<file path="config.mk">
export PLATFORM = sky130hd
export DESIGN_NAME = smir_merge
export DESIGN_NICKNAME = d
export VERILOG_FILES = /design/src/rtl/smir_pkg.sv /design/src/rtl/smir_merge.sv
export SDC_FILE = /design/constraint.sdc
export NUM_CORES = 1
export LEC_CHECK = 0
export ABC_CLOCK_PERIOD_IN_PS = 10600
export BUFFER_PORTS_ARGS = -buffer_cell sky130_fd_sc_hd__clkbuf_2
export CAP_MARGIN = 20
export CORE_MARGIN = 4
export CORE_UTILIZATION = 35
export CTS_CLUSTER_DIAMETER = 30
export DETAILED_ROUTE_END_ITERATION = 8
export RECOVER_POWER = 50
export SYNTH_ARGS = -nofsm -noshare
export SYNTH_HDL_FRONTEND = slang
export SYNTH_SLANG_ARGS = --single-unit
</file>
<file path="constraint.sdc">
create_clock -name i_clk -period 10.6 [get_ports i_clk]
set_clock_uncertainty 0.15 [all_clocks]
set_input_delay 1.59 -clock i_clk [delete_from_list [all_inputs] [get_ports i_clk]]
set_output_delay 1.59 -clock i_clk [all_outputs]
set_load 0.01 [all_outputs]
</file>
<file path="src/rtl/smir_pkg.sv">
// smir_pkg: types, sizes and the range ordering for sort_and_merge_index_ranges
// used by smir_cell, smir_merge and the top level; depends on nothing

package smir_pkg;

    localparam int MAX_RANGES = 64;
    localparam int INDEX_BITS = 32;
    localparam int CNT_W      = $clog2(MAX_RANGES + 1);

    typedef struct packed {
        logic [INDEX_BITS-1:0] range_first;
        logic [INDEX_BITS-1:0] range_last;
        logic                  end_of_set;
    } t_in_item;

    typedef struct packed {
        logic [INDEX_BITS-1:0] merged_first;
        logic [INDEX_BITS-1:0] merged_last;
        logic                  last_of_run;
        logic                  overflow;
    } t_out_item;

    typedef struct packed {
        logic                  vld;
        logic [INDEX_BITS-1:0] first;
        logic [INDEX_BITS-1:0] last;
    } t_range;

    typedef struct packed {
        logic shift;
    } t_cell_ctl;

    function automatic logic range_less(input t_range a, input t_range b);
        logic res;
        if (a.first == b.first) begin
            res = (a.last < b.last);
        end else begin
            res = (a.first < b.first);
        end
        return res;
    endfunction

endpackage

</file>
<file path="src/rtl/smir_merge.sv">
// smir_merge: folds the sorted ranges from the head of the chain into
// merged ranges and holds the result register; uses smir_pkg

module smir_merge (
    input  logic                i_clk,
    input  logic                i_rst_n,
    input  logic                i_drain,
    input  smir_pkg::t_range    i_head,
    input  logic                i_dropped,
    input  logic                i_out_ready,
    output logic                o_take,
    output logic                o_done,
    output logic                o_out_valid,
    output smir_pkg::t_out_item o_out_data
);

    localparam int IW = smir_pkg::INDEX_BITS;

    logic                r_run_vld;
    logic [IW-1:0]       r_run_f;
    logic [IW-1:0]       r_run_l;
    logic                r_out_vld;
    smir_pkg::t_out_item r_out;

    logic                n_run_vld;
    logic [IW-1:0]       n_run_f;
    logic [IW-1:0]       n_run_l;
    logic                n_out_vld;
    smir_pkg::t_out_item n_out;

    logic                out_free;
    logic                touch;
    logic [IW:0]         run_l_inc;

    assign out_free  = !r_out_vld || i_out_ready;
    assign run_l_inc = {1'b0, r_run_l} + {{IW{1'b0}}, 1'b1};
    assign touch     = (i_head.first <= r_run_l) || ({1'b0, i_head.first} == run_l_inc);

    always_comb begin
        n_run_vld = r_run_vld;
        n_run_f   = r_run_f;
        n_run_l   = r_run_l;
        n_out_vld = r_out_vld && !i_out_ready;
        n_out     = r_out;
        o_take    = 1'b0;
        o_done    = 1'b0;
        if (i_drain) begin
            if (i_head.vld) begin
                if (!r_run_vld) begin
                    n_run_vld = 1'b1;
                    n_run_f   = i_head.first;
                    n_run_l   = i_head.last;
                    o_take    = 1'b1;
                end else if (touch) begin
                    if (i_head.last > r_run_l) begin
                        n_run_l = i_head.last;
                    end
                    o_take = 1'b1;
                end else if (out_free) begin
                    n_out_vld          = 1'b1;
                    n_out.merged_first = r_run_f;
                    n_out.merged_last  = r_run_l;
                    n_out.last_of_run  = 1'b0;
                    n_out.overflow     = i_dropped;
                    n_run_f            = i_head.first;
                    n_run_l            = i_head.last;
                    o_take             = 1'b1;
                end
            end else if (r_run_vld && out_free) begin
                n_out_vld          = 1'b1;
                n_out.merged_first = r_run_f;
                n_out.merged_last  = r_run_l;
                n_out.last_of_run  = 1'b1;
                n_out.overflow     = i_dropped;
                n_run_vld          = 1'b0;
                o_done             = 1'b1;
            end
        end
    end

    always_ff @(posedge i_clk) begin
        if (!i_rst_n) begin
            r_run_vld <= 1'b0;
            r_out_vld <= 1'b0;
        end else begin
            r_run_vld <= n_run_vld;
            r_out_vld <= n_out_vld;
        end
        r_run_f <= n_run_f;
        r_run_l <= n_run_l;
        r_out   <= n_out;
    end

    assign o_out_valid = r_out_vld;
    assign o_out_data  = r_out;

endmodule

</file>
# After elaboration in Yosys (flattened, before gate mapping)
# Index checks and enable logic that the tools add are counted.
dict set report word_totals {
  regBits 132
  in_bits 70
  elab_cells 58
}
dict set report classes {
  n_addsub 1
  magnitude_cmp 2
  n_eq_ne 8
  mux 28
  n_reduce_logical 11
}
# operator count
set op_table {}
lappend op_table {{$mux 66} 5}
lappend op_table {{$mux 32} 7}
lappend op_table {{$add 32x1->33 const B} 1}
lappend op_table {{$eq 32x33->1} 1}
lappend op_table {{$gt 32x32->1} 1}
lappend op_table {{$le 32x32->1} 1}
lappend op_table {{$mux 1} 16}
lappend op_table {{$reduce_and 4->1} 2}
lappend op_table {{$ne 2x1->1 const B} 3}
lappend op_table {{$reduce_and 5->1} 1}
lappend op_table {{$ne 2x2->1 const B} 2}
lappend op_table {{$ne 3x1->1 const B} 1}
lappend op_table {{$ne 3x2->1 const B} 1}
lappend op_table {{$logic_and 1x1->1} 2}
lappend op_table {{$logic_not 1->1} 2}
lappend op_table {{$logic_or 1x1->1} 2}
lappend op_table {{$reduce_and 2->1} 1}
lappend op_table {{$reduce_bool 2->1} 1}

# Longest topological paths before layout
dict set report depth {
  ltp_word 7
  depth_mapped 11
}

# Worst setup path after synthesis
# No wires, ideal clock.
dict set report synth_timing {
  kind {input to register}
  start {in i_head[33] in the netlist's numbering}
  end {reg r_out, in the netlist o_out_data[0] (enable)}
  arrival_ps 6110
  required_ps 9938
  setup_slack_ps 3828
  path_stages 9
  n_path_buf 0
  cell_sequence {ha_1 -> nor2b_1 -> o211ai_1 -> a2111o_1 -> o211ai_1 -> a2111o_1 -> o211a_1 -> o21ai_1 -> a21oi_1}
}
dict set report synth_via {
  elab_chain_cells 4
  elab_cells_between_ends 5
  classes_between {order compare: 1; eq/ne: 2; reduce/logical: 2}
}
# item line_no
set synth_rtl {}
lappend synth_rtl {{start: declaration} smir_merge.sv:8} ;# input smir_pkg::t_range i_head,
lappend synth_rtl {{$le 32x32->1 or $eq 32x33->1 (tied branches)} smir_merge.sv:37} ;# assign touch = (i_head.first <= r_run_l) || ({1'b0, i_head.first} == run_l_inc);
lappend synth_rtl {{$logic_or 1x1->1 (*)} smir_merge.sv:37}
lappend synth_rtl {{$ne 2x2->1 (no source line) (*)} --}
lappend synth_rtl {{$reduce_and 5->1 (no source line) (*)} --}
lappend synth_rtl {{end signal: assignment} smir_merge.sv:91} ;# r_out <= n_out;
lappend synth_rtl {{end: declaration} smir_merge.sv:23} ;# smir_pkg::t_out_item r_out;
# Every way passes the cells marked *; elsewhere a longest branch is shown, timed or not.
# A chain may end at the register's enable or synchronous reset.

# Final worst setup path
dict set report layout_timing {
  start {in i_head[40] in the netlist's numbering}
  end {out o_take}
}
dict set report layout_via {
  elab_chain_cells 6
  elab_cells_between_ends 7
  classes_between {order compare: 1; eq/ne: 1; mux: 4; reduce/logical: 1}
}
# item line_no
set layout_rtl {}
lappend layout_rtl {{$le 32x32->1 or $eq 32x33->1 (tied branches)} smir_merge.sv:37}
lappend layout_rtl {{$logic_or 1x1->1 (*)} smir_merge.sv:37}
lappend layout_rtl {{$mux 1 (*)} smir_merge.sv:54} ;# end else if (touch) begin
lappend layout_rtl {{$mux 1 (*)} smir_merge.sv:49} ;# if (!r_run_vld) begin
lappend layout_rtl {{$mux 1 (*)} smir_merge.sv:48} ;# if (i_head.vld) begin
lappend layout_rtl {{$mux 1 (*)} smir_merge.sv:47} ;# if (i_drain) begin
lappend layout_rtl {{end: declaration} smir_merge.sv:11} ;# output logic o_take,
# Marked as above.

==> results.tsv <==
stage	metric	value	unit
status	outcome	finished, final reports clean	
place	numPortBuffers	138	
route	wl	17.86	mm
clocking	clk_latency	0.42	ns
timing	timing.setup.tns	0	ns
logic_synthesis	synth-edff-count	130	
hold_path	hold_depth	0	
clocking	cts_sinks	132	
clocking	tritoncts	built	
global_route	grt_pass1_wl	28.08	mm
logic_synthesis	yosysMostFrequentCell	edfxtp_1	
timing	finalCriticalPeriod	6.051	ns
logic_synthesis	synth_top_cells_by_count	130 x edfxtp_1, 65 x ha_1, 39 x inv_1	
logic_synthesis	synth_area_leaders	edfxtp_1 58%, ha_1 12%, xnor2_1 2.6%	
floorplanning	die_h	147.0	um
floorplanning	initial_utilization	0.3593	
logic_synthesis	synth_top_family_by_area	adder cells	
global_route	grtUsageTotal	0.1686	
timing	rsz0062_at_grt	false	
logic_synthesis	synth-xor-area-share	0.04661	
power_and_ir_drop	comb_power_share	0.127	
logic_synthesis	synthesis.nets	654	
setup_path	r2r.worst_path.cells	10	
layout	fillers	1780	
route	routed_via_density	5.199	
setup_path	crit_slowest_cell	or4_4	
timing	final-hold-violation-count	0	
route	drc	0	
place	gp_congestion	0.8509	
power_and_ir_drop	switching_power	0.0003453	W
logic_synthesis	ys_seq_area_frac	0.5829	
route	drtIter0Drc	268	
floorplanning	die_w	147.0	um
logic_synthesis	synth_compound_area_frac	0.1062	
layout	diodes	0	
setup_path	worstPathArrival	4.31	ns
timing	tightest_slew	0.9903	ns
route	num_vias	4913	
place	place_hpwl	13.92	mm
global_route	grt_pass1_vias	5150	
logic_synthesis	synthAdderAreaFrac	0.1202	
setup_path	path_class	in -> out	
power_and_ir_drop	power_density	167.6	mW/mm2
logic_synthesis	yosys.area.top_type_share	0.5770	
layout	multi_input_area	0.002664	mm2
layout	stdcell_count	945	
route	routedWlPerCell	18.90	um
setup_path	critPathMaxStageDelay	0.56	ns
route	first_pass_iters	5	
logic_synthesis	synth_area_per_cell	13.04	um2
floorplanning	rows	50	
timing	max_freq	165.3	MHz
logic_synthesis	synth_seq_cells	132	
setup_path	cp_max_fo	6	
setup_path	crit_chain	clkbuf_1, xor2_1, nor2_1, or4b_4, a2111oi_4, nand4_1, or4_4, o21a_1, a41oi_1, clkbuf_2	
layout	fin_nets	808	
layout	drive_above_1_share	0.1270	
timing	drv_slew	0	
logic_synthesis	synth_area	0.006765	mm2
clocking	cts-resized-gates	0	
power_and_ir_drop	ir_drop	0.0001072	V
power_and_ir_drop	seq_power_share	0.458	
timing	setup_violations	0	
clocking	cts_root_buffer	clkbuf_16	
setup_path	cp-end-kind	output port	
power_and_ir_drop	clkPwrFrac	0.415	
route	ant_nets	0	
logic_synthesis	synthArstFlopShare	0	
floorplanning	core_area	0.01883	mm2
logic_synthesis	ys_types	57	
clocking	cts_setup_buffers	0	
global_route	grt-ovfl-total	0	
flow_run	maxCapViolCount	0	
power_and_ir_drop	leakage	3.068	nW
place	placed_cells	914	
clocking	cts_max_path_buffers	2	
logic_synthesis	synthMuxAreaShare	0.006658	
power_and_ir_drop	cellInternalPower	0.001040	W
layout	area_growth	22.19	%
logic_synthesis	yosysWarnings	0	
clocking	htreeDepth	4	
floorplanning	io_pins	139	
timing	post-route-period-util	0.5708	
logic_synthesis	yosysTopAreaCell	edfxtp_1	
clocking	cts_hold_buf	0	
hold_path	hp-class	reg -> reg	
floorplanning	dieArea	0.02162	mm2
logic_synthesis	syn_inst	519	
setup_path	start_kind	input pin	
logic_synthesis	synth_ff_type	edfxtp_1	
layout	seqCellArea	0.003944	mm2
power_and_ir_drop	p_sw_frac	0.2493	
global_route	antenna_found_initial	0	
logic_synthesis	synthSimpleGateAreaFrac	0.1099	
global_route	grt_max_degree	30	
timing	relSlewSlack	0.3398	
clocking	numCtsBuffers	17	
clocking	clkTransAtPathRegs	0.06	ns
setup_path	worstPathRequired	8.86	ns
[sequential cells by signal (all words and copies together), names as in the netlist]
signal / cells
r_run_vld: 1
r_run_l: 32
r_run_f: 32
o_out_valid: 1
o_out_data: 66
[cells in the final DEF (no fill, tap or decap), types with 3 or more instances in the layout]
cell type  synthesis  final
xor2_1            16     16
ha_1              65     65
o211ai_1           6      6
and4_1             5      5
bufinv_16          0      3
a211oi_1           6      6
o31ai_1            4      4
a21o_1             8      8
mux2_2             4      4
a21oi_1           29     28
o41ai_1            4      4
clkinv_1           0      3
and2_1             3      3
nor3_1            14     14
nor4_1             4      4
nand3_1           15     15
nand2_1           25     25
nor2_1            12     12
or2_2              3      3
and3_1             6      6
o21ai_0           20     19
inv_1             39     39
or3_1              7      7
a31oi_1            5      5
xnor2_1           20     20
o21a_1             3      3
clkinv_2           0      5
edfxtp_1         130    130
nand4_1           22     22
or4_1              3      3
buf_4              3      3
clkbuf_2           0     39
clkbuf_1           2    100
clkbuf_16          0     17
[critical path: cells and delay by family]
family | cells | cell delay (ns)
and+or+nand+nor | 4 | 1.31
xor gates and xnor gates | 1 | 0.11
buffers and inverters | 2 | 0.40
AOI/OAI and AO/OA | 3 | 0.89
[through the flow]
stage / setup WS, ns / area (um2) / hold WS [ns] / utilization / power [W]
final: 4.549 / 8267 / 0.2672 / 0.4390 / 0.001385
after floorplan: 3.828 / 6765 / 0.2503 / - / 0.0007491
after CTS: 4.577 / 8391 / 0.2689 / 0.4456 / 0.001401
after global placement: 4.584 / 7792 / 0.2530 / 0.4138 / 0.0008158
after detailed placement: 4.580 / 7820 / 0.2556 / 0.4153 / 0.0008243
after global routing: 4.394 / 8267 / 0.2730 / 0.4390 / 0.001451
[per-layer routing]
layer	vias to the layer above	part of all wire	wire [um]	global-route usage
met5	-	0	0	0
li1	2340	-	-	-
met1	2389	0.44	7879	0.2148
met3	35	0.058	1041	0.04380
met2	149	0.47	8401	0.2692
met4	0	0.030	534	0.08015
[power by group through the flow]
stage               sequential [W]  combinational [W]  clock [W]
finish                    0.000635           0.000175   0.000575
global route              0.000638           0.000200   0.000613
CTS                       0.000635           0.000181   0.000585
detailed placement        0.000645           0.000179          0
global placement          0.000645           0.000171          0
floorplan                 0.000639           0.000110          0
[logic make-up (layout without fill, tap and decap cells)]
family / count (synthesis) / in the layout
XOR/XNOR: 36 / 36
AND/OR/NAND/NOR: 130 / 130
multiplexers: 4 / 4
adder cells (fa/ha/maj): 65 / 65
AO/OA/AOI/OAI: 106 / 106
buffers and inverters: 46 / 212
flip-flops: 132 / 132
[final cells by class]
cell class	count	area share
Sequential cell	132	0.4771
Multi-Input combinational cell	341	0.3222
Timing Repair Buffer	142	0.07462
Clock buffer	18	0.05191
Tap cell	260	0.03935
Inverter	39	0.01771
Clock inverter	13	0.01710
[final timing paths]
kind / start / end / slack (ns)
worst max-delay path: i_head[40] / o_take / 4.55
worst min-delay path: r_run_f[29]$_DFFE_PP_ / o_out_data[63]$_DFFE_PP_ / 0.27
worst max register to register: r_run_l[0]$_DFFE_PP_ / r_run_l[25]$_DFFE_PP_ / 5.65
worst min register to register: r_run_f[29]$_DFFE_PP_ / o_out_data[63]$_DFFE_PP_ / 0.27
Power figures use the tool's default switching activity.
