<file path="src/rtl/smir_pkg.sv">
// smir_pkg: types, sizes and the range ordering for sort_and_merge_index_ranges
// used by smir_cell, smir_merge and the top level; depends on nothing

package smir_pkg;

    localparam int MAX_RANGES = 64;
    localparam int INDEX_BITS = 32;
    localparam int CNT_W      = $clog2(MAX_RANGES + 1);

    typedef struct packed {
        logic [INDEX_BITS-1:0] range_first;
        logic [INDEX_BITS-1:0] range_last;
        logic                  end_of_set;
    } t_in_item;

    typedef struct packed {
        logic [INDEX_BITS-1:0] merged_first;
        logic [INDEX_BITS-1:0] merged_last;
        logic                  last_of_run;
        logic                  overflow;
    } t_out_item;

    typedef struct packed {
        logic                  vld;
        logic [INDEX_BITS-1:0] first;
        logic [INDEX_BITS-1:0] last;
    } t_range;

    typedef struct packed {
        logic shift;
    } t_cell_ctl;

    function automatic logic range_less(input t_range a, input t_range b);
        logic res;
        if (a.first == b.first) begin
            res = (a.last < b.last);
        end else begin
            res = (a.first < b.first);
        end
        return res;
    endfunction

endpackage

</file>
<file path="src/rtl/smir_cell.sv">
// smir_cell: one cell of the insertion sort chain, keeps the smaller range
// and passes the larger one on; shifts left while draining; uses smir_pkg

module smir_cell (
    input  logic                i_clk,
    input  logic                i_rst_n,
    input  smir_pkg::t_cell_ctl i_ctl,
    input  smir_pkg::t_range    i_pass,
    input  smir_pkg::t_range    i_next,
    output smir_pkg::t_range    o_held,
    output smir_pkg::t_range    o_pass
);

    smir_pkg::t_range r_held;
    smir_pkg::t_range r_pass;
    smir_pkg::t_range n_held;
    smir_pkg::t_range n_pass;

    always_comb begin
        n_held     = r_held;
        n_pass     = i_pass;
        n_pass.vld = 1'b0;
        if (i_ctl.shift) begin
            n_held = i_next;
        end else if (i_pass.vld) begin
            if (!r_held.vld) begin
                n_held = i_pass;
            end else if (smir_pkg::range_less(i_pass, r_held)) begin
                n_held = i_pass;
                n_pass = r_held;
            end else begin
                n_pass = i_pass;
            end
        end
    end

    always_ff @(posedge i_clk) begin
        if (!i_rst_n) begin
            r_held.vld <= 1'b0;
            r_pass.vld <= 1'b0;
        end else begin
            r_held <= n_held;
            r_pass <= n_pass;
        end
    end

    assign o_held = r_held;
    assign o_pass = r_pass;

endmodule

</file>
<file path="config.mk">
export PLATFORM = sky130hd
export DESIGN_NAME = smir_cell
export DESIGN_NICKNAME = d
export VERILOG_FILES = /design/src/rtl/smir_pkg.sv /design/src/rtl/smir_cell.sv
export SDC_FILE = /design/constraint.sdc
export NUM_CORES = 1
export LEC_CHECK = 0
export BUFFER_PORTS_ARGS = -buffer_cell sky130_fd_sc_hd__buf_2
export CORE_ASPECT_RATIO = 1.75
export CORE_MARGIN = 1.5
export CORE_UTILIZATION = 56
export CTS_BUF_LIST = sky130_fd_sc_hd__clkbuf_2 sky130_fd_sc_hd__clkbuf_4 sky130_fd_sc_hd__clkbuf_8
export DETAILED_ROUTE_END_ITERATION = 16
export GPL_ROUTABILITY_DRIVEN = 0
export PLACE_DENSITY_LB_ADDON = 0.08
export REMOVE_ABC_BUFFERS = 1
export SETUP_SLACK_MARGIN = 0.05
export SYNTH_ARGS = -nofsm -noshare
export SYNTH_HDL_FRONTEND = slang
export SYNTH_SLANG_ARGS = --single-unit
export TNS_END_PERCENT = 50
</file>
<file path="constraint.sdc">
create_clock -name i_clk -period 10.5 [get_ports i_clk]
set_input_delay 2.1 -clock i_clk [delete_from_list [all_inputs] [get_ports i_clk]]
set_output_delay 2.1 -clock i_clk [all_outputs]
set_load 0.02 [all_outputs]
</file>
# After elaboration in Yosys (flattened, before gate mapping)
# Cells that the tools add are included.
# Widths: inputs -> output; s select.
# classes
mux,12
reduce_logical,3
n_bitwise,3
eq_ne,2
order_cmp,2
# ops
operator,count
$mux 64,6
$mux 65,2
$lt 32x32->1,2
$eq 32x32->1,1
$mux 1,4
$reduce_or 4->1,1
$ne 3x2->1 const B,1
$not 1->1,3
$reduce_and 3->1,1
$reduce_bool 2->1,1
# word_totals
out_inout_bits,130
ff_bits,130
wordCells,28

# Depth between registers and ports, before layout
# Gate-level depths: netlist of the first run.
# logic_depth
word_depth,9
ltp_mapped,10
ltp_nobuf,9

# Worst setup path before layout of the first run
# OpenSTA, ideal clock, no wires.
# synth_timing
path_type,in2reg
startpoint,input i_pass[46] (netlist bit)
endpoint,"register r_held (netlist bit o_held[0]), enable pin"
setup_ps,524
stages,8
arrival_ps,6952
path_buffers,0
path_slack_ps,3023
required_time_ps,9976
cell_sequence,ha_1 a21oi_1 nand2_1 a221o_1 a2111o_1 a211oi_2 nor2_1 a31oi_1
# synth_via
elab_chain_cells,7
elab_cells_between_ends,8
cone_classes,order compare (1); eq/ne (2); mux (4); reduce/logical (1)
# synth_rtl
item,line,rtl
"start, declared",smir_cell.sv:8,"input smir_pkg::t_range i_pass,"
$lt 32x32->1 / $eq 32x32->1 (equally long branches),"smir_pkg.sv:38, smir_pkg.sv:35",
$mux 1 *,smir_pkg.sv:35,if (a.first == b.first) begin
$mux 1 *,smir_cell.sv:26,if (!r_held.vld) begin
$mux 1 *,smir_cell.sv:25,end else if (i_pass.vld) begin
$mux 1 *,smir_cell.sv:23,if (i_ctl.shift) begin
$ne 3x2->1 (no source line) *,n/a,
$reduce_and 3->1 (no source line) *,n/a,
"end signal, assigned",smir_cell.sv:42,r_held <= n_held;
"end, declared",smir_cell.sv:14,smir_pkg::t_range r_held;
# Mark *: on every way between the ends. The rest lies on a longest branch, timed or not. The select of a mux whose other input is x is not followed.
# A chain may end at the register's enable or synchronous reset.

# Final worst setup path of the first run
# layout_timing
startpoint,input i_pass[41] (netlist bit)
endpoint,"register r_held (netlist bit o_held[31]), enable pin"
# Same word-level chain as after synthesis.

==> impl_metrics.xml, run 1 <==
<?xml version="1.0" encoding="UTF-8"?>
<metrics>
  <group name="global_route">
    <metric name="vias_in_the_first_global_route" unit="">5596</metric>
    <metric name="groute.usage.overall" unit="">0.260</metric>
    <metric name="grt_antenna_before_repair" unit="">3</metric>
    <metric name="grt.overflow.total" unit="">0</metric>
    <metric name="grt_max_degree" unit="">68</metric>
    <metric name="grt_first_pass_wirelength" unit="um">26900</metric>
  </group>
  <group name="floorplanning">
    <metric name="chipHeight" unit="um">154</metric>
    <metric name="placementRows" unit="">54</metric>
    <metric name="io_pins" unit="">263</metric>
    <metric name="floorplan.initialDensity" unit="">0.579</metric>
    <metric name="floorplan.die.width" unit="um">89.2</metric>
    <metric name="core_area" unit="sq um">12600</metric>
    <metric name="die_area" unit="sq um">13700</metric>
  </group>
  <group name="clock_tree">
    <metric name="cts_tree" unit="">done</metric>
    <metric name="count_of_cells_resized_by_post_cts_repair" unit="">0</metric>
    <metric name="clock_path_buffers" unit="">2</metric>
    <metric name="setup_buffers_after_cts" unit="">0</metric>
    <metric name="cts.sinks" unit="">130</metric>
    <metric name="clock_pin_slew_on_the_worst_setup_and_hold_paths" unit="ns">0.08</metric>
    <metric name="cts_max_level" unit="">4</metric>
    <metric name="post_cts_hold_buffer_count" unit="">0</metric>
    <metric name="clk_root_buffer_cell" unit="">sky130_fd_sc_hd__clkbuf_8</metric>
    <metric name="clk_latency" unit="ns">0.43</metric>
    <metric name="cts_inserted_buffers" unit="">17</metric>
  </group>
  <group name="critical_path">
    <metric name="cp.buffers_inverters" unit="">2</metric>
    <metric name="critical_path_maximum_fanout" unit="">35</metric>
    <metric name="worst_setup_path_end_kind" unit="">register</metric>
    <metric name="slowest_stage" unit="">sky130_fd_sc_hd__a31oi_4</metric>
    <metric name="arrival_time_reported_for_the_critical_path_endpoint" unit="ns">5.55</metric>
    <metric name="crit_family" unit="">compound AO/OA/AOI/OAI gates</metric>
    <metric name="critical_path_startpoint_category" unit="">primary input</metric>
    <metric name="criticalPathCategory" unit="">primary input to register</metric>
    <metric name="cpPeakStageDelay" unit="ns">0.88</metric>
    <metric name="worst_ep_required_time" unit="ns">10.56</metric>
    <metric name="ordered_cell_list_for_the_critical_path" unit="">buf_2 &gt; ha_1 &gt; a21oi_1 &gt; o21ai_0 &gt; a221o_1 &gt; a2111o_1 &gt; a211oi_2 &gt; nor2_1 &gt; a31oi_4 &gt; buf_4</metric>
  </group>
  <group name="yosys">
    <metric name="synthCells" unit="">503</metric>
    <metric name="fraction_of_registers_with_async_set_reset" unit="">0</metric>
    <metric name="yosys.area.top_type" unit="">sky130_fd_sc_hd__edfxtp_1</metric>
    <metric name="synth_seq_cells" unit="">130</metric>
    <metric name="syn_avg_cell_area" unit="sq um">14.5</metric>
    <metric name="yosys_warnings" unit="">0</metric>
    <metric name="synth_edf_count" unit="">128</metric>
    <metric name="ys_top_cells_by_area" unit="">sky130_fd_sc_hd__edfxtp_1, sky130_fd_sc_hd__mux2_4, sky130_fd_sc_hd__ha_1</metric>
    <metric name="netlist.area_leader.share" unit="">0.528</metric>
    <metric name="ys.flop_type" unit="">sky130_fd_sc_hd__edfxtp_1</metric>
    <metric name="synth.yosys.seq_area_share" unit="">0.534</metric>
    <metric name="synth.distinct_cells" unit="">37</metric>
    <metric name="synth.cells.most_frequent" unit="">sky130_fd_sc_hd__edfxtp_1, sky130_fd_sc_hd__mux2_2, sky130_fd_sc_hd__inv_1</metric>
    <metric name="mapped_area" unit="sq um">7280</metric>
    <metric name="yosysMostFrequentCell" unit="">sky130_fd_sc_hd__edfxtp_1</metric>
  </group>
  <group name="drt">
    <metric name="routed-wl-met3" unit="um">1140</metric>
    <metric name="drc_errors" unit="">0</metric>
    <metric name="wire_per_inst" unit="um">18.1</metric>
    <metric name="maxUsedRoutingLayer" unit="">met4</metric>
    <metric name="detail_route.first_pass.iterations" unit="">4</metric>
    <metric name="drt-initial-drc-count" unit="">204</metric>
    <metric name="routed-wl-met2" unit="um">9480</metric>
    <metric name="vias" unit="">5169</metric>
    <metric name="detail_route.wirelength" unit="um">17400</metric>
    <metric name="detail-route-antenna-nets" unit="">0</metric>
    <metric name="number_of_vias_per_cell" unit="">5.39</metric>
    <metric name="route.layer.met1.wl" unit="um">6080</metric>
  </group>
  <group name="layout">
    <metric name="layout-area-overhead-vs-synth" unit="%">27.1</metric>
    <metric name="area.sequential" unit="sq um">3880</metric>
    <metric name="n_fill_cell" unit="">905</metric>
    <metric name="drive_gt1_frac" unit="">0.546</metric>
    <metric name="nNetsFinal" unit="">972</metric>
    <metric name="multi_input_comb_area" unit="sq um">3070</metric>
  </group>
  <group name="power_and_ir_drop">
    <metric name="power.share.sequential" unit="">0.453</metric>
    <metric name="internal_power" unit="mW">1.04</metric>
    <metric name="power.share.clock" unit="">0.371</metric>
    <metric name="power" unit="mW">1.39</metric>
    <metric name="power_leakage" unit="nW">4.41</metric>
    <metric name="vdd.ir_drop.worst" unit="uV">106</metric>
    <metric name="switchingPower" unit="mW">0.360</metric>
    <metric name="share_comb_of_total_power" unit="">0.177</metric>
    <metric name="powerDensity" unit="nW/um^2">151</metric>
    <metric name="power.share.switching" unit="">0.258</metric>
  </group>
  <group name="timing">
    <metric name="slew_headroom" unit="">0.290</metric>
    <metric name="number_of_hold_violations_in_the_final_report" unit="">0</metric>
    <metric name="worstMarginPinSlew" unit="ns">1.06</metric>
    <metric name="clock.fmax" unit="MHz">182</metric>
    <metric name="rsz0062_at_grt" unit="">false</metric>
    <metric name="final_critical_path_share_of_the_clock_period" unit="">0.522</metric>
    <metric name="timing.final.max_slew_violations" unit="">0</metric>
    <metric name="finalSetupTns" unit="ns">0</metric>
    <metric name="finalClockSkew" unit="ns">0.0118</metric>
    <metric name="setup-violations-final" unit="">0</metric>
    <metric name="post-route-min-period" unit="ns">5.49</metric>
  </group>
  <group name="worst_hold_path">
    <metric name="worst_hold_path_type" unit="">register to register</metric>
  </group>
  <group name="placement">
    <metric name="hpwlAfterDp" unit="um">13000</metric>
    <metric name="io_buffers" unit="">262</metric>
  </group>
  <group name="run_status">
    <metric name="run_status" unit="">completed</metric>
  </group>
  <group name="job">
    <metric name="drv_cap" unit="">0</metric>
  </group>
</metrics>
==> cells in the final DEF (no fill, tap or decap), types with 3 or more instances in the layout <==
cell                        count
sky130_fd_sc_hd__a21oi_1       23
sky130_fd_sc_hd__and4_1         4
sky130_fd_sc_hd__buf_2        262
sky130_fd_sc_hd__buf_4          6
sky130_fd_sc_hd__bufinv_16      6
sky130_fd_sc_hd__clkbuf_8      17
sky130_fd_sc_hd__diode_2        3
sky130_fd_sc_hd__edfxtp_1     128
sky130_fd_sc_hd__ha_1          63
sky130_fd_sc_hd__inv_1         64
sky130_fd_sc_hd__mux2_2        67
sky130_fd_sc_hd__mux2_4        60
sky130_fd_sc_hd__nand2_1       14
sky130_fd_sc_hd__nand3_1        9
sky130_fd_sc_hd__nand4_1        9
sky130_fd_sc_hd__nor2_1         7
sky130_fd_sc_hd__nor3_1         4
sky130_fd_sc_hd__o21ai_0        9
==> sequential cells by signal, indices dropped and copies added (netlist names) <==
signal and count:
o_held 65, o_pass 65
==> routing by layer <==
layer / GRT usage / up-vias
met5: 0 / -
met4: 0.141 / 0
met3: 0.0655 / 38
met2: 0.470 / 230
met1: 0.262 / 2460
li1: - / 2441
==> layout make-up <==
| cell class | count | area share |
|---|---|---|
| Clock buffer | 19 | 0.0269 |
| Tap cell | 168 | 0.0227 |
| Inverter | 64 | 0.0260 |
| Timing Repair Buffer | 268 | 0.147 |
| Clock inverter | 12 | 0.0249 |
| Multi-Input combinational cell | 295 | 0.332 |
| Antenna cell | 3 | 0.000812 |
| Sequential cell | 130 | 0.420 |
==> logic make-up (layout without fill, tap and decap cells) <==
group | Yosys count | count (layout) | share of synthesized area
fa+ha+maj | 63 | 63 | 0.108
compound gates | 51 | 51 | 0.0450
simple gates | 54 | 54 | 0.0392
buf+inv | 78 | 363 | 0.0464
other cells | 0 | 3 | 0
flops | 130 | 130 | 0.534
mux | 127 | 127 | 0.227
==> final timing paths <==
check | slack, ns | endpoint | cells after the start | from
setup reg to reg | 6.39 | o_held[31] | 10 | o_held[41]
setup / recovery | 5.01 | o_held[31] | 10 | i_pass[41]
hold reg to reg | 0.60 | o_pass[36] | 1 | o_held[36]
hold / removal | 0.60 | o_pass[36] | 1 | o_held[36]
==> power by group through the flow <==
stage / combinational [mW] / clock (mW) / sequential (mW)
finish: 0.246 / 0.517 / 0.631
global route: 0.268 / 0.547 / 0.636
CTS: 0.248 / 0.526 / 0.632
detailed placement: 0.246 / 0 / 0.643
global placement: 0.238 / 0 / 0.642
floorplan: 0.103 / 0 / 0.685
==> stage by stage <==
step / hold slack (ns) / area, sq um / worst slack [ns] / std cells / util
2_1_floorplan: 0.641 / 7180 / 3.02 / 489 / -
3_3_place_gp: 0.570 / 8760 / 4.62 / 925 / 0.697
3_5_place_dp: 0.588 / 8760 / 4.52 / 925 / 0.697
4_1_cts: 0.606 / 9240 / 4.98 / 956 / 0.735
5_1_grt: 0.626 / 9250 / 4.80 / 959 / 0.736
6_report: 0.602 / 9250 / 5.01 / 959 / 0.736
Power figures use the tool's default switching activity.
==> inputs of run 2 (changes only) <==
- ABC_AREA: not set -> 1
- CORE_UTILIZATION: 56 -> 52
- clock period: 10.5 -> 5.15 ns (I/O delays scaled with it)
==> impl_metrics.xml, run 2 <==
<?xml version="1.0" encoding="UTF-8"?>
<metrics>
  <group name="placement">
    <metric name="detailed_place.area" unit="sq um">8860</metric>
    <metric name="io_buffers" unit="">262</metric>
    <metric name="hpwlAfterDp" unit="um">13900</metric>
    <metric name="post-place-ws" unit="ns">1.57</metric>
  </group>
  <group name="critical_path">
    <metric name="critical_path_maximum_fanout" unit="">44</metric>
    <metric name="criticalPathCategory" unit="">primary input to register</metric>
    <metric name="regToRegSetupSlack" unit="ns">2.29</metric>
    <metric name="cp_dominant_cell_by_count" unit="">sky130_fd_sc_hd__nor2_1</metric>
    <metric name="arrival_time_reported_for_the_critical_path_endpoint" unit="ns">3.24</metric>
    <metric name="ordered_cell_list_for_the_critical_path" unit="">buf_2 &gt; ha_1 &gt; nand2_1 &gt; nor2_1 &gt; nand4_1 &gt; nor2_1 &gt; nand3_1 &gt; nor2_1 &gt; nand2_1 &gt; nand2_4 &gt; o21bai_1 &gt; inv_2 &gt; buf_12</metric>
    <metric name="slowest_stage" unit="">sky130_fd_sc_hd__inv_2</metric>
    <metric name="cpPeakStageDelay" unit="ns">0.40</metric>
    <metric name="rr_endpoint" unit="">o_held[1]</metric>
    <metric name="worst_ep_required_time" unit="ns">5.27</metric>
    <metric name="reg2reg_from" unit="">o_held[41]</metric>
    <metric name="worst_setup_path_end_kind" unit="">register</metric>
    <metric name="critical_path_startpoint_category" unit="">primary input</metric>
    <metric name="timing.reg2reg.worst_path_depth" unit="">13</metric>
  </group>
  <group name="floorplanning">
    <metric name="chipHeight" unit="um">162</metric>
    <metric name="floorplan.die.width" unit="um">93.6</metric>
    <metric name="io_pins" unit="">263</metric>
    <metric name="die_area" unit="sq um">15100</metric>
    <metric name="core_area" unit="sq um">14000</metric>
    <metric name="floorplan.initialDensity" unit="">0.535</metric>
    <metric name="placementRows" unit="">57</metric>
  </group>
  <group name="yosys">
    <metric name="synth_seq_cells" unit="">130</metric>
    <metric name="netlist.area_leader.share" unit="">0.514</metric>
    <metric name="ys_top_cells_by_area" unit="">sky130_fd_sc_hd__edfxtp_1, sky130_fd_sc_hd__nand2_1, sky130_fd_sc_hd__ha_1</metric>
    <metric name="synthCells" unit="">831</metric>
    <metric name="synth.distinct_cells" unit="">26</metric>
    <metric name="synth.yosys.seq_area_share" unit="">0.519</metric>
    <metric name="ys.flop_type" unit="">sky130_fd_sc_hd__edfxtp_1</metric>
    <metric name="mapped_area" unit="sq um">7480</metric>
    <metric name="yosysMostFrequentCell" unit="">sky130_fd_sc_hd__nand2_1</metric>
    <metric name="synth_edf_count" unit="">128</metric>
    <metric name="yosys_warnings" unit="">0</metric>
    <metric name="fraction_of_registers_with_async_set_reset" unit="">0</metric>
    <metric name="syn_avg_cell_area" unit="sq um">9.00</metric>
    <metric name="yosys.area.top_type" unit="">sky130_fd_sc_hd__edfxtp_1</metric>
    <metric name="synth.cells.most_frequent" unit="">sky130_fd_sc_hd__nand2_1, sky130_fd_sc_hd__edfxtp_1, sky130_fd_sc_hd__inv_1</metric>
  </group>
  <group name="global_route">
    <metric name="grt_antenna_before_repair" unit="">2</metric>
    <metric name="globalRoute.busiestLayer" unit="">met2</metric>
    <metric name="vias_in_the_first_global_route" unit="">6536</metric>
    <metric name="grt_first_pass_wirelength" unit="um">32100</metric>
    <metric name="groute.usage.overall" unit="">0.278</metric>
    <metric name="grt.overflow.total" unit="">0</metric>
    <metric name="grtUsageMet2" unit="">0.500</metric>
    <metric name="use_met3" unit="">0.0706</metric>
    <metric name="met1_usage" unit="">0.304</metric>
    <metric name="grt_max_degree" unit="">67</metric>
  </group>
  <group name="drt">
    <metric name="drt-initial-drc-count" unit="">310</metric>
    <metric name="detail-route-antenna-nets" unit="">0</metric>
    <metric name="wire_per_inst" unit="um">16.1</metric>
    <metric name="drc_errors" unit="">0</metric>
    <metric name="vias" unit="">6537</metric>
    <metric name="detail_route.first_pass.iterations" unit="">5</metric>
    <metric name="number_of_vias_per_cell" unit="">5.13</metric>
    <metric name="detail_route.wirelength" unit="um">20500</metric>
  </group>
  <group name="timing">
    <metric name="number_of_hold_violations_in_the_final_report" unit="">0</metric>
    <metric name="setup-violations-final" unit="">0</metric>
    <metric name="rsz0062_at_grt" unit="">false</metric>
    <metric name="finalClockSkew" unit="ns">0.0203</metric>
    <metric name="slew_headroom" unit="">0.419</metric>
    <metric name="post-route-min-period" unit="ns">3.13</metric>
    <metric name="fin_ws" unit="ns">2.02</metric>
    <metric name="final_critical_path_share_of_the_clock_period" unit="">0.607</metric>
    <metric name="timing.final.max_slew_violations" unit="">0</metric>
    <metric name="hold_slack" unit="ns">0.598</metric>
    <metric name="clock.fmax" unit="MHz">320</metric>
    <metric name="worstMarginPinSlew" unit="ns">0.871</metric>
  </group>
  <group name="layout">
    <metric name="post-route-cell-area" unit="sq um">9300</metric>
    <metric name="layout.core_utilization" unit="">0.665</metric>
    <metric name="drive_gt1_frac" unit="">0.299</metric>
    <metric name="layout.cells.most_common" unit="">sky130_fd_sc_hd__nand2_1</metric>
    <metric name="n_fill_cell" unit="">1281</metric>
    <metric name="mostFrequentLayoutCells" unit="">sky130_fd_sc_hd__nand2_1, sky130_fd_sc_hd__buf_2, sky130_fd_sc_hd__edfxtp_1, sky130_fd_sc_hd__inv_1, sky130_fd_sc_hd__ha_1</metric>
    <metric name="nNetsFinal" unit="">1280</metric>
    <metric name="layout-area-overhead-vs-synth" unit="%">24.4</metric>
  </group>
  <group name="power_and_ir_drop">
    <metric name="power.share.clock" unit="">0.346</metric>
    <metric name="power.share.sequential" unit="">0.463</metric>
    <metric name="internal_power" unit="mW">1.97</metric>
    <metric name="share_comb_of_total_power" unit="">0.190</metric>
    <metric name="vdd.ir_drop.worst" unit="uV">254</metric>
    <metric name="power_leakage" unit="nW">4.83</metric>
    <metric name="switchingPower" unit="mW">0.817</metric>
    <metric name="powerDensity" unit="nW/um^2">300</metric>
    <metric name="power.share.switching" unit="">0.293</metric>
  </group>
  <group name="clock_tree">
    <metric name="clk_root_buffer_cell" unit="">sky130_fd_sc_hd__clkbuf_8</metric>
    <metric name="cts_tree" unit="">done</metric>
    <metric name="clk_latency" unit="ns">0.45</metric>
    <metric name="setup_buffers_after_cts" unit="">0</metric>
    <metric name="clock_path_buffers" unit="">2</metric>
    <metric name="clock_pin_slew_on_the_worst_setup_and_hold_paths" unit="ns">0.08</metric>
    <metric name="cts_max_level" unit="">4</metric>
    <metric name="cts_inserted_buffers" unit="">17</metric>
    <metric name="cts.sinks" unit="">130</metric>
    <metric name="post_cts_hold_buffer_count" unit="">0</metric>
    <metric name="count_of_cells_resized_by_post_cts_repair" unit="">0</metric>
  </group>
  <group name="worst_hold_path">
    <metric name="min_path_cells" unit="">2</metric>
    <metric name="worst_hold_path_type" unit="">register to register</metric>
    <metric name="timing.hold.worst_endpoint" unit="">o_pass[1]</metric>
    <metric name="min_delay_src" unit="">o_held[1]</metric>
  </group>
  <group name="job">
    <metric name="drv_cap" unit="">0</metric>
  </group>
  <group name="run_status">
    <metric name="run_status" unit="">completed</metric>
  </group>
</metrics>
==> run 2: changes by cell type after synthesis, sizes merged, moves of 9 or more <==
| cell | previous run | this run |
|---|---|---|
| nand2 | 14 | 373 |
| inv | 64 | 82 |
| nand3 | 9 | 68 |
| mux2 | 127 | 0 |
| nor2 | 7 | 16 |
| buf | 6 | 21 |
| a21oi | 23 | 32 |
==> run 2: cells by family (layout without fill, tap and decap cells) <==
family                     after synthesis  in the layout  share of synthesized area
AOI/OAI and AO/OA                       50             50                     0.0358
other                                    0              2                          0
adders and majority gates               63             63                      0.105
DFF                                    130            130                      0.519
and+or+nand+nor                        472            472                      0.269
buffers and inverters                  116            381                     0.0701
==> run 2: worst max-delay path by stage <==
stage / start / to / slack, ns / depth (start not counted)
after floorplan: i_ctl / o_pass[0] / -1.12 / 6
after global placement: i_pass[43] / o_held[17] / 1.58 / 13
after detailed placement: i_pass[43] / o_held[6] / 1.57 / 13
after CTS: i_pass[43] / o_held[1] / 2.04 / 13
after global routing: i_pass[39] / o_held[39] / 1.86 / 13
final: i_pass[39] / o_held[1] / 2.02 / 13
==> run 2: through the flow <==
stage               cells  power [mW]  TNS (ns)
floorplan             797        1.61    -71.37
global placement     1242        1.84         0
detailed placement   1242        1.85         0
CTS                  1273        2.80         0
global route         1274        2.90         0
finish               1275        2.79         0
==> run 2: area by class of cell <==
| type | count | area, sq um | share of cell area |
|---|---|---|---|
| diodes | 2 | 5.00 | 0.000538 |
| clock buffers | 19 | 249 | 0.0268 |
| clock inverters | 12 | 185 | 0.0199 |
| inverters | 82 | 308 | 0.0331 |
| multi-input cells | 585 | 3080 | 0.331 |
| flip-flops and latches | 130 | 3880 | 0.418 |
| well taps | 177 | 221 | 0.0238 |
| repair buffers | 268 | 1370 | 0.147 |
==> run 2: per-layer routing <==
layer / vias to the layer above / part of all wire
met3: 44 / 0.072
met4: 0 / 0.031
met5: - / 0
met2: 262 / 0.53
li1: 3232 / -
met1: 2999 / 0.37
==> run 2: worst max-delay path: cells and delay by family <==
family          cells  cell delay [ns]
fa+ha+maj           1             0.29
compound gates      1             0.07
buf+inv             3             0.86
simple gates        8             0.97
==> run 2: power groups by stage <==
stage               logic (mW)  clock network [mW]  registers (mW)
floorplan                0.215                   0            1.40
global placement         0.524                   0            1.31
detailed placement       0.532                   0            1.31
CTS                      0.535               0.977            1.29
global route             0.590                1.01            1.30
finish                   0.531               0.965            1.29
==> inputs of run 3 (changes only) <==
- clock period: 5.15 -> 2.9 ns (I/O delays scaled with it)
==> impl_metrics.xml, run 3 (synthesized netlist as in run 2, its figures left out) <==
<?xml version="1.0" encoding="UTF-8"?>
<metrics>
  <group name="critical_path">
    <metric name="arrival_time_reported_for_the_critical_path_endpoint" unit="ns">2.57</metric>
    <metric name="critical_path_maximum_fanout" unit="">32</metric>
    <metric name="criticalPathCategory" unit="">register to register</metric>
    <metric name="worst_setup_path_end_kind" unit="">register</metric>
    <metric name="critical_path_startpoint_category" unit="">register</metric>
    <metric name="worst_ep_required_time" unit="ns">3.04</metric>
    <metric name="regToRegSetupSlack" unit="ns">0.47</metric>
  </group>
  <group name="clock_tree">
    <metric name="clk_latency" unit="ns">0.44</metric>
    <metric name="clk_root_buffer_cell" unit="">sky130_fd_sc_hd__clkbuf_8</metric>
    <metric name="clock_path_buffers" unit="">2</metric>
    <metric name="cts.sinks" unit="">130</metric>
    <metric name="cts_max_level" unit="">4</metric>
    <metric name="post_cts_hold_buffer_count" unit="">0</metric>
    <metric name="setup_buffers_after_cts" unit="">0</metric>
    <metric name="clock_pin_slew_on_the_worst_setup_and_hold_paths" unit="ns">0.08</metric>
    <metric name="cts_inserted_buffers" unit="">17</metric>
    <metric name="count_of_cells_resized_by_post_cts_repair" unit="">0</metric>
    <metric name="cts_tree" unit="">done</metric>
  </group>
  <group name="timing">
    <metric name="rsz0062_at_grt" unit="">false</metric>
    <metric name="worstMarginPinSlew" unit="ns">0.812</metric>
    <metric name="post-route-min-period" unit="ns">2.43</metric>
    <metric name="final_critical_path_share_of_the_clock_period" unit="">0.839</metric>
    <metric name="setup-violations-final" unit="">0</metric>
    <metric name="finalClockSkew" unit="ns">0.0142</metric>
    <metric name="timing.final.max_slew_violations" unit="">0</metric>
    <metric name="hold_slack" unit="ns">0.401</metric>
    <metric name="number_of_hold_violations_in_the_final_report" unit="">0</metric>
    <metric name="slew_headroom" unit="">0.459</metric>
    <metric name="clock.fmax" unit="MHz">411</metric>
    <metric name="fin_ws" unit="ns">0.468</metric>
  </group>
  <group name="layout">
    <metric name="layout.cells.most_common" unit="">sky130_fd_sc_hd__nand2_1</metric>
    <metric name="mostFrequentLayoutCells" unit="">sky130_fd_sc_hd__nand2_1, sky130_fd_sc_hd__buf_2, sky130_fd_sc_hd__edfxtp_1, sky130_fd_sc_hd__inv_1, sky130_fd_sc_hd__ha_1</metric>
    <metric name="nNetsFinal" unit="">1289</metric>
    <metric name="fin_cells" unit="">1286</metric>
    <metric name="drive_gt1_frac" unit="">0.304</metric>
    <metric name="n_fill_cell" unit="">1273</metric>
    <metric name="layout-area-overhead-vs-synth" unit="%">25.2</metric>
    <metric name="layout.core_utilization" unit="">0.670</metric>
  </group>
  <group name="power_and_ir_drop">
    <metric name="power" unit="mW">4.82</metric>
    <metric name="switchingPower" unit="mW">1.48</metric>
    <metric name="power.share.sequential" unit="">0.476</metric>
    <metric name="power.share.switching" unit="">0.308</metric>
    <metric name="vdd.ir_drop.worst" unit="uV">383</metric>
    <metric name="power_leakage" unit="nW">4.87</metric>
    <metric name="power.share.clock" unit="">0.323</metric>
    <metric name="powerDensity" unit="nW/um^2">514</metric>
    <metric name="internal_power" unit="mW">3.33</metric>
    <metric name="share_comb_of_total_power" unit="">0.201</metric>
  </group>
  <group name="global_route">
    <metric name="use_met3" unit="">0.0716</metric>
    <metric name="groute.usage.overall" unit="">0.273</metric>
    <metric name="grtUsageMet2" unit="">0.490</metric>
    <metric name="grt_antenna_before_repair" unit="">4</metric>
    <metric name="globalRoute.busiestLayer" unit="">met2</metric>
    <metric name="grt_first_pass_wirelength" unit="um">31500</metric>
    <metric name="vias_in_the_first_global_route" unit="">6582</metric>
    <metric name="met1_usage" unit="">0.299</metric>
    <metric name="grt.overflow.total" unit="">0</metric>
    <metric name="grt_max_degree" unit="">67</metric>
  </group>
  <group name="floorplanning">
    <metric name="floorplan.initialDensity" unit="">0.535</metric>
    <metric name="chipHeight" unit="um">162</metric>
    <metric name="io_pins" unit="">263</metric>
    <metric name="core_area" unit="sq um">14000</metric>
    <metric name="floorplan.die.width" unit="um">93.6</metric>
    <metric name="die_area" unit="sq um">15100</metric>
    <metric name="placementRows" unit="">57</metric>
  </group>
  <group name="drt">
    <metric name="vias" unit="">6615</metric>
    <metric name="detail_route.first_pass.iterations" unit="">5</metric>
    <metric name="detail_route.wirelength" unit="um">20200</metric>
    <metric name="wire_per_inst" unit="um">15.7</metric>
    <metric name="detail-route-antenna-nets" unit="">0</metric>
    <metric name="drt-initial-drc-count" unit="">329</metric>
    <metric name="number_of_vias_per_cell" unit="">5.14</metric>
    <metric name="drc_errors" unit="">0</metric>
  </group>
  <group name="placement">
    <metric name="post-place-ws" unit="ns">0.194</metric>
    <metric name="io_buffers" unit="">262</metric>
    <metric name="post-place-cells" unit="">1251</metric>
    <metric name="hpwlAfterDp" unit="um">14400</metric>
  </group>
  <group name="job">
    <metric name="drv_cap" unit="">0</metric>
  </group>
  <group name="worst_hold_path">
    <metric name="worst_hold_path_type" unit="">primary input to register</metric>
  </group>
  <group name="run_status">
    <metric name="run_status" unit="">completed</metric>
  </group>
</metrics>
## run 3: cell types whose count changed in the layout (fill, tap and decap cells not counted), sizes merged
cell | before | now
buf | 268 | 277
bufinv | 4 | 2
clkbuf | 19 | 17
diode | 2 | 3
inv | 82 | 87
## run 3: final timing paths
path	from	to	cells after the start
min reg2reg	o_held[64]	o_pass[64]	2
max	o_held[43]	o_held[39]	13
max reg2reg	o_held[43]	o_held[39]	13
min	i_next[60]	o_held[60]	3
## run 3: worst max-delay path, cell delays in order (launching register included)
cell                       delay (ns)
sky130_fd_sc_hd__edfxtp_1        0.38
sky130_fd_sc_hd__inv_1           0.05
sky130_fd_sc_hd__ha_1            0.29
sky130_fd_sc_hd__nand2_1         0.07
sky130_fd_sc_hd__nor2_1          0.10
sky130_fd_sc_hd__nand4_1         0.21
sky130_fd_sc_hd__nor2_1          0.18
sky130_fd_sc_hd__nand3_1         0.09
sky130_fd_sc_hd__nor2_1          0.10
sky130_fd_sc_hd__nand2_1         0.09
sky130_fd_sc_hd__nand2_4         0.12
sky130_fd_sc_hd__o21bai_1        0.09
sky130_fd_sc_hd__inv_2           0.12
sky130_fd_sc_hd__buf_12          0.23
## run 3: routing by layer
metal  part of all wire  vias up
li1                   -     3252
met1               0.38     3100
met2               0.53      228
met3              0.064       35
met4              0.029        0
met5                  0        -
## run 3: metrics by stage
| stage | TNS (ns) | area, sq um |
|---|---|---|
| 3_3_place_gp | 0 | 8970 |
| 4_1_cts | 0 | 9360 |
| 3_5_place_dp | 0 | 8970 |
| 6_report | 0 | 9360 |
| 2_1_floorplan | -245.10 | 7260 |
| 5_1_grt | 0 | 9360 |
## run 3: power groups by stage
stage / registers [mW] / logic (mW) / clock network, mW
after CTS: 2.29 / 0.977 / 1.58
after global routing: 2.30 / 1.08 / 1.67
after global placement: 2.33 / 0.955 / 0
final: 2.29 / 0.969 / 1.56
after floorplan: 2.48 / 0.381 / 0
after detailed placement: 2.33 / 0.974 / 0
## run 3: final cells by class
type | instances | area (sq um) | area share
Sequential cell | 130 | 3880 | 0.415
Multi-Input combinational cell | 585 | 3080 | 0.329
Timing Repair Buffer | 277 | 1480 | 0.158
Clock inverter | 15 | 155 | 0.0166
Antenna cell | 3 | 7.51 | 0.000802
Tap cell | 177 | 221 | 0.0237
Inverter | 82 | 308 | 0.0329
Clock buffer | 17 | 234 | 0.0250
